===== config.mk =====
export PLATFORM = sky130hd
export DESIGN_NAME = dhm_hole
export DESIGN_NICKNAME = d
export VERILOG_FILES = /design/src/rtl/assert_macros.svh /design/src/rtl/dhm_pkg.sv /design/src/rtl/dhm_hole.sv
export SDC_FILE = /design/constraint.sdc
export NUM_CORES = 1
export LEC_CHECK = 0
export ABC_AREA = 1
export BUFFER_PORTS_ARGS = -buffer_cell sky130_fd_sc_hd__buf_2
export CAP_MARGIN = 20
export CORE_MARGIN = 10
export CORE_UTILIZATION = 30
export DETAILED_ROUTE_END_ITERATION = 16
export GPL_TIMING_DRIVEN = 1
export PLACE_DENSITY_LB_ADDON = 0.12
export SYNTH_ARGS = -nofsm -noshare
export SYNTH_HDL_FRONTEND = slang
export SYNTH_SLANG_ARGS = --single-unit

===== constraint.sdc =====
create_clock -name clk -period 2.9 [get_ports clk]
set_input_delay 0.87 -clock clk [delete_from_list [all_inputs] [get_ports clk]]
set_output_delay 0.87 -clock clk [all_outputs]
set_load 0.02 [all_outputs]

===== src/rtl/assert_macros.svh =====
// Assertion helpers shared by the matcher RTL.
`ifndef ASSERT_MACROS_SVH
`define ASSERT_MACROS_SVH

// Hold prop on every clock edge outside reset.
`define DHM_ASSERT(lbl, prop, msg) \
  lbl: assert property (@(posedge clk) disable iff (!rst_n) (prop)) else $error(msg);

// Consequent must hold in the cycle after the antecedent.
`define DHM_ASSERT_NEXT(lbl, ante, cons, msg) \
  lbl: assert property (@(posedge clk) disable iff (!rst_n) (ante) |=> (cons)) else $error(msg);

`endif


===== src/rtl/dhm_pkg.sv =====
package dhm_pkg;

  localparam int PATTERN_MAX_DEF = 1024;
  localparam int SYM_W = 2;
  localparam int CFG_W = 11;
  localparam int IDX_W = 10;
  localparam int CNT_W = 32;
  localparam int REG_IDX_W = 2;
  localparam logic [CNT_W-1:0] CNT_MAX = '1;

  localparam logic [REG_IDX_W-1:0] REG_PATTERN_LENGTH = 2'd0;
  localparam logic [REG_IDX_W-1:0] REG_MAX_HOLES = 2'd1;
  localparam logic [REG_IDX_W-1:0] REG_MAX_HOLE_LEN = 2'd2;

  localparam logic FUNC_PATTERN = 1'b0;
  localparam logic FUNC_SEQUENCE = 1'b1;

  typedef struct packed {
    logic shift_up;
    logic shift_dn;
  } cell_ctl_t;

  typedef struct packed {
    logic [CFG_W-1:0] run_count_lim;
    logic [CFG_W-1:0] max_hole_len;
  } hole_lim_t;

  typedef enum logic [2:0] {
    ST_IDLE,
    ST_CMP,
    ST_DRAIN,
    ST_RESTORE,
    ST_EMIT
  } state_t;

endpackage


===== src/rtl/dhm_hole.sv =====
module dhm_hole
  import dhm_pkg::*;
#(
  parameter int LW = 11
) (
  input  logic      clk,
  input  logic      rst_n,
  input  logic      clear,
  input  logic      valid,
  input  logic      mismatch,
  input  hole_lim_t lim,
  output logic      fail
);
  logic [LW-1:0] run_r, run_nxt;
  logic [LW-1:0] runs_r, runs_nxt;
  logic          fail_r, fail_nxt;

  always_comb begin
    run_nxt  = run_r;
    runs_nxt = runs_r;
    fail_nxt = fail_r;
    if (clear) begin
      run_nxt  = '0;
      runs_nxt = '0;
      fail_nxt = 1'b0;
    end else if (valid && !fail_r) begin
      if (mismatch) begin
        run_nxt = run_r + LW'(1);
        if (run_r == '0) begin
          runs_nxt = runs_r + LW'(1);
        end
        if (32'(run_nxt) > 32'(lim.max_hole_len) || 32'(runs_nxt) > 32'(lim.run_count_lim)) begin
          fail_nxt = 1'b1;
        end
      end else begin
        run_nxt = '0;
      end
    end
  end

  always_ff @(posedge clk) begin
    if (!rst_n) begin
      run_r  <= '0;
      runs_r <= '0;
      fail_r <= 1'b0;
    end else begin
      run_r  <= run_nxt;
      runs_r <= runs_nxt;
      fail_r <= fail_nxt;
    end
  end

  assign fail = fail_r;
endmodule


==> metrics.md, run 1 <==
| Metric | Value |
|---|---|
| Status | finished clean |
| CTS sink count | 23 |
| Worst Skew | 2.37 ps |
| Worst stage delay on the critical path | 360 ps |
| Design Power | 668 uW |
| Pre-CTS WS | 323 ps |
| Ys Warns | 0 |
| Slowest CP cell | dfxtp_1 |
| DR iter-0 viols | 118 |
| DP Wirelength | 4.05 mm |
| Inst Count DP | 473 |
| Top FF cell, synth | dfxtp_1 |
| Critical Path Start Type | flop |
| Simple-Gate Fraction of Synth Area | 0.321 |
| Syn nets | 405 |
| Maximum vdd drop | 142 uV |
| Setup TNS | 0 ps |
| PortBufs | 27 |
| Starting Density | 0.312 |
| Post-synth cell types | 28 |
| Post-synthesis mux area share | 0 |
| Cts bufs inserted | 3 |
| Critical path arrival | 2740 ps |
| Grt ovf | 0 |
| Clock-pin slew on the worst setup and hold paths | 80 ps |
| Synth async-reset ratio | 0 |
| Pre-Repair DR Iteration Count | 4 |
| Largest net degree at the start of global routing | 26 |
| Layout net count | 434 |
| Antenna violations before repair | 0 |
| Core area | 6870 um^2 |
| Post-Syn Area | 2140 um^2 |
| Die width | 104 um |
| Achievable Freq | 0.395 GHz |
| Hold slack final | 507 ps |
| First-pass GRT wire length | 8.68 mm |
| CP Cell Sequence | inv_1 > ha_1 > nand3_1 > nor2_1 > nand2_4 > inv_4 > o21ai_0 > nand2_1 > inv_1 > ha_1 > nand2_1 > inv_1 > nand2_1 > nor2_1 > nand2_1 > nand3_1 > nand2_1 > nand2_1 > nand2_1 > a21oi_1 |
| Residual DRC | 0 |
| Most used cell, CP | nand2_1 |
| Top delay family on crit path | simple AND/OR/NAND/NOR gates |
| # setup viols final | 0 |
| Slew HR | 0.736 |
| Utilization after layout | 0.355 |
| Final WS setup | 371 ps |
| Placed Instance Area | 2390 um^2 |
| Synthesized flop and latch total | 23 |
| Vias post-DR | 1986 |
| Sequential cell area fraction in the yosys report | 0.215 |
| Post-Layout Cell Count | 477 |
| Final Hold Fails | 0 |
| Worst hold path class | flop to flop |
| Die height | 104 um |
| DR WL/cell | 10.5 um |
| Setup Fix Bufs, Post-CTS | 0 |
| WS Path Type | flop to flop |
| Main combinational cell family by area after synthesis | simple AND/OR/NAND/NOR gates |
| Post-DRT Antenna Nets | 0 |
| Post-layout min period | 2530 ps |
| Slew Viols, Final | 0 |
| Hold-fix buffers, CTS | 0 |
| Rows | 30 |
| Gr usage total | 0.0917 |
| Area Growth Syn to Fin | 13.8% |
| Crit Path Max Fanout | 13 |
| Required time of the critical path | 3110 ps |
| CTS tree | yes |
| H-tree levels | 1 |
| Number of global-route vias before repair | 1881 |
| Number of enable flip-flop cells after synthesis | 0 |
| Post-synthesis cell count | 353 |
| Xor/xnor share of the synthesized area | 0.0362 |
| RSZ-0062 raised after global routing | no |
| CP Capture Type | flop |
| Layout cell share with drive strength beyond 1 | 0.134 |
| Max-Cap Viols | 0 |
| Full die area | 10900 um^2 |
| Adder-Cell Fraction of Synth Area | 0.146 |
| Ports | 28 |
| Fillers | 757 |
| Compound-cell area share of the yosys netlist | 0.119 |
| Leakage | 1.36 nW |
| DRT Wirelength | 5.02 mm |
| Vias per inst | 4.16 |
| Slew @ Worst Pin | 396 ps |
| Root Driver | clkbuf_8 |
| N_diodes | 0 |
| Clock Latency Late Sink | 270 ps |
| Mapped Avg Cell Area | 6.06 um^2 |
| Crit path buf inv count | 4 |
| Pwr/cell area | 274 nW/um^2 |
| Clock Tree Buf Depth | 2 |
| Routability cong. | 0.806 |
| Crit share post-route | 0.872 |
| Post-route cell area | 2440 um^2 |
## cell usage after synthesis, types with 3 or more instances
library cell / number / area share
a21oi_1: 29 / 0.068
clkbuf_1: 3 / 0.0053
dfxtp_1: 23 / 0.22
ha_1: 25 / 0.15
inv_1: 77 / 0.14
inv_2: 3 / 0.0053
nand2_1: 107 / 0.19
nand2_2: 5 / 0.015
nand3_1: 12 / 0.028
nand4_1: 7 / 0.020
nor2_1: 14 / 0.025
nor3_1: 8 / 0.019
o21ai_0: 15 / 0.035
xor2_1: 7 / 0.029
## worst register-to-register path, cell delays in order (launching register included)
cell and delay (ps):
dfxtp_1 360, inv_1 150, ha_1 160, nand3_1 80, nor2_1 190, nand2_4 160
inv_4 150, o21ai_0 90, nand2_1 130, inv_1 60, ha_1 290, nand2_1 50
inv_1 70, nand2_1 60, nor2_1 80, nand2_1 50, nand3_1 60, nand2_1 50
nand2_1 60, nand2_1 40, a21oi_1 120
## sequential cells by signal (all words and copies together), names as in the netlist
signal and cells:
run_r 11, runs_r 11, fail 1
## routing by layer
layer / up-vias / wire [um] / global-route usage
met5: - / 0 / 0
met2: 28 / 2010 / 0.132
met4: 0 / 48 / 0.0209
met3: 4 / 246 / 0.0211
met1: 813 / 2710 / 0.132
li1: 1141 / - / -
## worst paths after layout
path / from / to / slack (ps) / cells past startpoint
worst max register to register: run_r[0] / fail / 370 / 20
worst max-delay path: run_r[0] / fail / 370 / 20
worst min-delay path: run_r[10] / run_r[10] / 510 / 2
worst min register to register: run_r[10] / run_r[10] / 510 / 2
## power by group
| part | internal (mW) | total (mW) | switching [mW] | leakage [nW] |
|---|---|---|---|---|
| sequential | 0.321 | 0.327 | 0.00605 | 0.186 |
| clock | 0.0985 | 0.209 | 0.111 | 0.0228 |
| combinational | 0.0520 | 0.131 | 0.0793 | 1.15 |
| total | 0.472 | 0.668 | 0.196 | 1.36 |
## final cells by class
class	count	area, um^2	area share
inverter	81	307	0.126
tap	96	120	0.0493
timing repair buffer	31	165	0.0678
multi-input combinational	242	1340	0.550
clock buffer	4	45.0	0.0185
sequential	23	460	0.189
## layout by cell type (no fill, tap or decap), drive strengths merged
cell type | synthesis | routed
and2 | 1 | 1
xor2 | 8 | 8
clkbuf | 3 | 4
nor3 | 10 | 10
nand3 | 12 | 12
o211ai | 1 | 1
inv | 81 | 81
buf | 4 | 31
nor2 | 16 | 16
or2 | 2 | 2
dfxtp | 23 | 23
nand4 | 7 | 7
o21ai | 18 | 18
ha | 25 | 25
a21oi | 30 | 30
nand2 | 112 | 112
## logic make-up after synthesis
family | Yosys count
AO/OA/AOI/OAI | 49
XOR/XNOR | 8
adder cells (fa/ha/maj) | 25
buffers and inverters | 88
flip-flops | 23
AND/OR/NAND/NOR | 160
## repair_timing
item                                   4_1_cts  5_1_grt
resized for setup                            0        1
setup endpoints to repair                    0        1
endpoints found under the hold margin        0        0
No activity file was read; power rests on OpenSTA's default activity.
==> run 2: changes to the inputs <==
- CELL_PAD_IN_SITES_DETAIL_PLACEMENT: not set -> 1
- CELL_PAD_IN_SITES_GLOBAL_PLACEMENT: not set -> 2
- SLEW_MARGIN: not set -> 20
==> metrics.md, run 2 (synthesis results as in run 1) <==
| Metric | Value |
|---|---|
| Top delay family on crit path | simple AND/OR/NAND/NOR gates |
| Pre-Repair DR Iteration Count | 4 (unchanged) |
| Layout net count | 433 (-0.23%) |
| Hold-fix buffers, CTS | 0 (unchanged) |
| Critical path arrival | 2810 ps (+70 ps) |
| DR WL/cell | 12.0 um (+14%) |
| Leakage | 1.35 nW (-0.47%) |
| Die width | 104 um (unchanged) |
| Slew Viols, Final | 0 (unchanged) |
| Final Hold Fails | 0 (unchanged) |
| DP Wirelength | 4.74 mm (+17%) |
| WS Path Type | flop to flop |
| Setup Fix Bufs, Post-CTS | 0 (unchanged) |
| Number of global-route vias before repair | 2202 (+17%) |
| Multi-input combinational cell area | 1330 um^2 (-0.37%) |
| Maximum vdd drop | 137 uV (-3.5%) |
| Fillers | 920 (+22%) |
| Starting Density | 0.312 (unchanged) |
| CTS sink count | 23 (unchanged) |
| Inst Count DP | 472 (-0.21%) |
| Crit share post-route | 0.901 (+0.0285) |
| Most used cell, CP | nand2_1 |
| Clock Tree Buf Depth | 2 (unchanged) |
| Required time of the critical path | 3100 ps (about the same) |
| Rows | 30 (unchanged) |
| Clock-pin slew on the worst setup and hold paths | 90 ps (about the same) |
| Status | finished clean |
| Routability cong. | 0.725 (-10%) |
| Clock Latency Late Sink | 270 ps (about the same) |
| Resized cells post-CTS | 0 (unchanged) |
| Setup TNS | 0 ps (unchanged) |
| Die height | 104 um (unchanged) |
| # setup viols final | 0 (unchanged) |
| Vias post-DR | 2111 (+6.3%) |
| CTS tree | yes |
| Crit Path Max Fanout | 13 (unchanged) |
| Largest net degree at the start of global routing | 26 (unchanged) |
| Gr usage total | 0.108 (+0.0167) |
| Critical Path Start Type | flop |
| Antenna violations before repair | 0 (unchanged) |
| Register area | 460 um^2 (unchanged) |
| Slew @ Worst Pin | 418 ps (+21.8 ps) |
| Post-Layout Cell Count | 476 (-0.21%) |
| Post-DRT Antenna Nets | 0 (unchanged) |
| Vias per inst | 4.43 (+6.5%) |
| Commonest non-fill, non-tap cell in the layout | nand2_1 |
| Worst stage delay on the critical path | 430 ps (+70 ps) |
| RSZ-0062 raised after global routing | no |
| Ports | 28 (unchanged) |
| Full die area | 10900 um^2 (unchanged) |
| Crit path buf inv count | 4 (unchanged) |
| PortBufs | 27 (unchanged) |
| Achievable Freq | 0.383 GHz (-3.2%) |
| Residual DRC | 0 (unchanged) |
| Post-layout min period | 2610 ps (+82.7 ps) |
| Root Driver | clkbuf_8 |
| Grt ovf | 0 (unchanged) |
| H-tree levels | 1 (unchanged) |
| Pwr/cell area | 278 nW/um^2 (+1.3%) |
| Slowest CP cell | dfxtp_1 |
| Layout cell share with drive strength beyond 1 | 0.132 (-0.00228) |
| Worst hold path class | flop to flop |
| Most frequent cells in the layout | nand2_1 (107), inv_1 (77), a21oi_1 (29) |
| Slew HR | 0.721 (-0.0145) |
| Cts bufs inserted | 3 (unchanged) |
| DR iter-0 viols | 58 (-51%) |
| Max-Cap Viols | 0 (unchanged) |
| Worst Skew | 4.26 ps (+1.88 ps) |
| N_diodes | 0 (unchanged) |
| First-pass GRT wire length | 10.1 mm (+16%) |
| CP Cell Sequence | inv_1 > ha_1 > nand3_1 > nor2_1 > nand2_2 > inv_4 > or2_1 > o21ai_2 > inv_1 > ha_1 > nand2_1 > inv_1 > nand2_1 > nor2_1 > nand2_1 > nand3_1 > nand2_1 > nand2_1 > nand2_1 > a21oi_1 |
| Core area | 6870 um^2 (unchanged) |
| Area Growth Syn to Fin | 13.2% |
| CP Capture Type | flop |
| DRT Wirelength | 5.73 mm (+14%) |
run 2: stage by stage:
step | hold slack (ps) | cell area (um^2) | total power, mW | worst slack, ps | util
2_1_floorplan | 471 | 2140 | 0.427 | 743 | -
3_3_place_gp | 496 | 2380 | 0.470 | 378 | 0.346
3_5_place_dp | 503 | 2380 | 0.473 | 302 | 0.346
4_1_cts | 519 | 2420 | 0.691 | 261 | 0.353
5_1_grt | 533 | 2420 | 0.725 | 21.6 | 0.353
6_report | 515 | 2420 | 0.674 | 288 | 0.353
run 2: cell type report:
type | count | area share
inverter | 81 | 0.126
clock buffer | 4 | 0.0186
timing repair buffer | 30 | 0.0650
multi-input combinational | 242 | 0.550
tap | 96 | 0.0496
sequential | 23 | 0.190
run 2: final timing paths:
check | start | to | slack [ps] | cells past startpoint
setup / recovery | run_r[0] | fail | 290 | 20
hold / removal | run_r[9] | run_r[9] | 520 | 2
setup reg to reg | run_r[0] | fail | 290 | 20
hold reg to reg | run_r[9] | run_r[9] | 520 | 2
run 2: tightest hold or removal path, stage by stage, from the launching register on:
cell and delay (ps):
dfxtp_1 340, nand2_1 70, a21oi_1 60
run 2: power by group:
group | total [mW] | internal (mW) | switching [mW]
Combinational | 0.135 | 0.0524 | 0.0823
Sequential | 0.328 | 0.321 | 0.00649
Clock | 0.211 | 0.0983 | 0.113
run 2: per-layer routing:
layer	vias up	track usage	share of wire
li1	1144	-	-
met1	938	0.159	0.56
met2	27	0.158	0.40
met3	2	0.0167	0.031
met4	0	0.0268	0.0084
met5	-	0	0
==> run 3: changes to the inputs <==
- CORE_ASPECT_RATIO: not set -> 0.7
==> metrics.md, run 3 (synthesis results as in run 1) <==
| Metric | Value |
|---|---|
| DR WL/cell | 13.2 um (+9.7%) |
| Design Power | 693 uW (+2.8%) |
| Critical path arrival | 2750 ps (-60 ps) |
| CTS tree | yes |
| Clock Tree Buf Depth | 2 (unchanged) |
| Die height | 90.7 um (-13%) |
| Critical Path Start Type | flop |
| Commonest non-fill, non-tap cell in the layout | nand2_1 |
| Full die area | 11000 um^2 (+0.49%) |
| Cts bufs inserted | 3 (unchanged) |
| Register area | 460 um^2 (unchanged) |
| Leakage | 1.37 nW (+1.3%) |
| Largest net degree at the start of global routing | 28 (+7.7%) |
| # setup viols final | 0 (unchanged) |
| Ports | 28 (unchanged) |
| Achievable Freq | 0.395 GHz (+3.2%) |
| Slowest CP cell | dfxtp_1 |
| Post-Layout Cell Count | 476 (unchanged) |
| Vias per inst | 4.49 (+1.2%) |
| Max-Cap Viols | 0 (unchanged) |
| First-pass GRT wire length | 10.8 mm (+7.1%) |
| Residual DRC | 0 (unchanged) |
| CP Capture Type | flop |
| Worst Skew | 9.89 ps (+5.64 ps) |
| Setup Fix Bufs, Post-CTS | 0 (unchanged) |
| Maximum vdd drop | 92.8 uV (-32%) |
| Grt ovf | 0 (unchanged) |
| Layout net count | 435 (+0.46%) |
| DRT Wirelength | 6.28 mm (+9.7%) |
| Final Hold Fails | 0 (unchanged) |
| RSZ-0062 raised after global routing | no |
| Worst stage delay on the critical path | 370 ps (-60 ps) |
| Gr usage total | 0.119 (+0.0109) |
| Area Growth Syn to Fin | 14.7% |
| Rows | 25 (-17%) |
| Starting Density | 0.313 (+0.000854) |
| Fillers | 935 (+1.6%) |
| Core area | 6850 um^2 (-0.27%) |
| Post-DRT Antenna Nets | 0 (unchanged) |
| Die width | 121 um (+16%) |
| Inst Count DP | 472 (unchanged) |
| Pre-Repair DR Iteration Count | 4 (unchanged) |
| Crit Path Max Fanout | 13 (unchanged) |
| H-tree levels | 1 (unchanged) |
| Final WS setup | 369 ps (+80.4 ps) |
| Vias post-DR | 2137 (+1.2%) |
| Required time of the critical path | 3120 ps (+20 ps) |
| Root Driver | clkbuf_8 |
| Slew @ Worst Pin | 468 ps (+50.7 ps) |
| Slew Viols, Final | 0 (unchanged) |
| Setup TNS | 0 ps (unchanged) |
| Crit share post-route | 0.873 (-0.0277) |
| Antenna violations before repair | 0 (unchanged) |
| DR iter-0 viols | 94 (+62%) |
| Worst hold path class | flop to flop |
| Post-layout min period | 2530 ps (-80.4 ps) |
| PortBufs | 27 (unchanged) |
| CP Cell Sequence | inv_1 > ha_1 > nand3_1 > nor2_1 > nand2_4 > inv_4 > o21ai_0 > nand2_1 > inv_1 > ha_1 > nand2_1 > inv_1 > nand2_1 > nor2_1 > nand2_1 > nand3_1 > nand2_1 > nand2_1 > nand2_1 > a21oi_1 |
| Pre-CTS WS | 310 ps (+8.15 ps) |
| Most frequent cells in the layout | nand2_1 (107), inv_1 (77), a21oi_1 (29) |
| Layout cell share with drive strength beyond 1 | 0.139 (+0.00716) |
| Routability cong. | 0.909 (+25%) |
| Multi-input combinational cell area | 1340 um^2 (+0.37%) |
| Clock-pin slew on the worst setup and hold paths | 100 ps (about the same) |
| Hold-fix buffers, CTS | 0 (unchanged) |
| Pwr/cell area | 282 nW/um^2 (+1.5%) |
| DP Wirelength | 5.33 mm (+12%) |
| Most used cell, CP | nand2_1 |
| CTS sink count | 23 (unchanged) |
| Number of global-route vias before repair | 2138 (-2.9%) |
| Slew HR | 0.687 (-0.0346) |
| Clock Latency Late Sink | 280 ps (about the same) |
| WS Path Type | flop to flop |
| Resized cells post-CTS | 0 (unchanged) |
| N_diodes | 0 (unchanged) |
| Status | finished clean |
[run 3: cell count changes in the layout (fill, tap and decap cells not counted)]
cell	previous run	this run
buf_12	0	1
buf_4	3	4
clkbuf_1	1	0
clkinv_2	0	1
nand2_2	5	4
nand2_4	0	1
[run 3: final timing paths]
path | to | cells past startpoint | startpoint | slack (ps)
worst min-delay path | run_r[10] | 2 | run_r[10] | 510
worst max-delay path | fail | 20 | run_r[0] | 370
worst min register to register | run_r[10] | 2 | run_r[10] | 510
worst max register to register | fail | 20 | run_r[0] | 370
[run 3: power breakdown]
group	switching (mW)	internal (mW)
Combinational	0.0872	0.0544
Clock	0.126	0.0966
Sequential	0.00666	0.321
[run 3: per-layer routing]
layer	wire [um]	vias up	track usage
li1	-	1142	-
met1	3790	958	0.193
met2	2180	32	0.148
met3	243	5	0.0225
met4	65	0	0.0301
met5	0	-	0
[run 3: cell type report]
class,instances,share of cell area
Inverter,81,0.125
Multi-Input combinational cell,242,0.545
Clock buffer,3,0.0168
Clock inverter,1,0.00204
Timing Repair Buffer,32,0.0754
Sequential cell,23,0.188
Tap cell,94,0.0479
[run 3: through the flow]
| stage | hold WS [ps] | util | area (um^2) |
|---|---|---|---|
| 6_report | 511 | 0.358 | 2450 |
| 5_1_grt | 545 | 0.358 | 2450 |
| 3_5_place_dp | 498 | 0.351 | 2400 |
| 2_1_floorplan | 471 | - | 2140 |
| 4_1_cts | 513 | 0.358 | 2450 |
| 3_3_place_gp | 497 | 0.351 | 2400 |
[run 3: critical path, delay by kind of cell, from the launching register on]
| kind | cells | cell delay [ps] |
|---|---|---|
| DFF | 1 | 370 |
| buffers and inverters | 4 | 430 |
| and+or+nand+nor | 12 | 1010 |
| adders and majority gates | 2 | 450 |
| AOI/OAI and AO/OA | 2 | 210 |
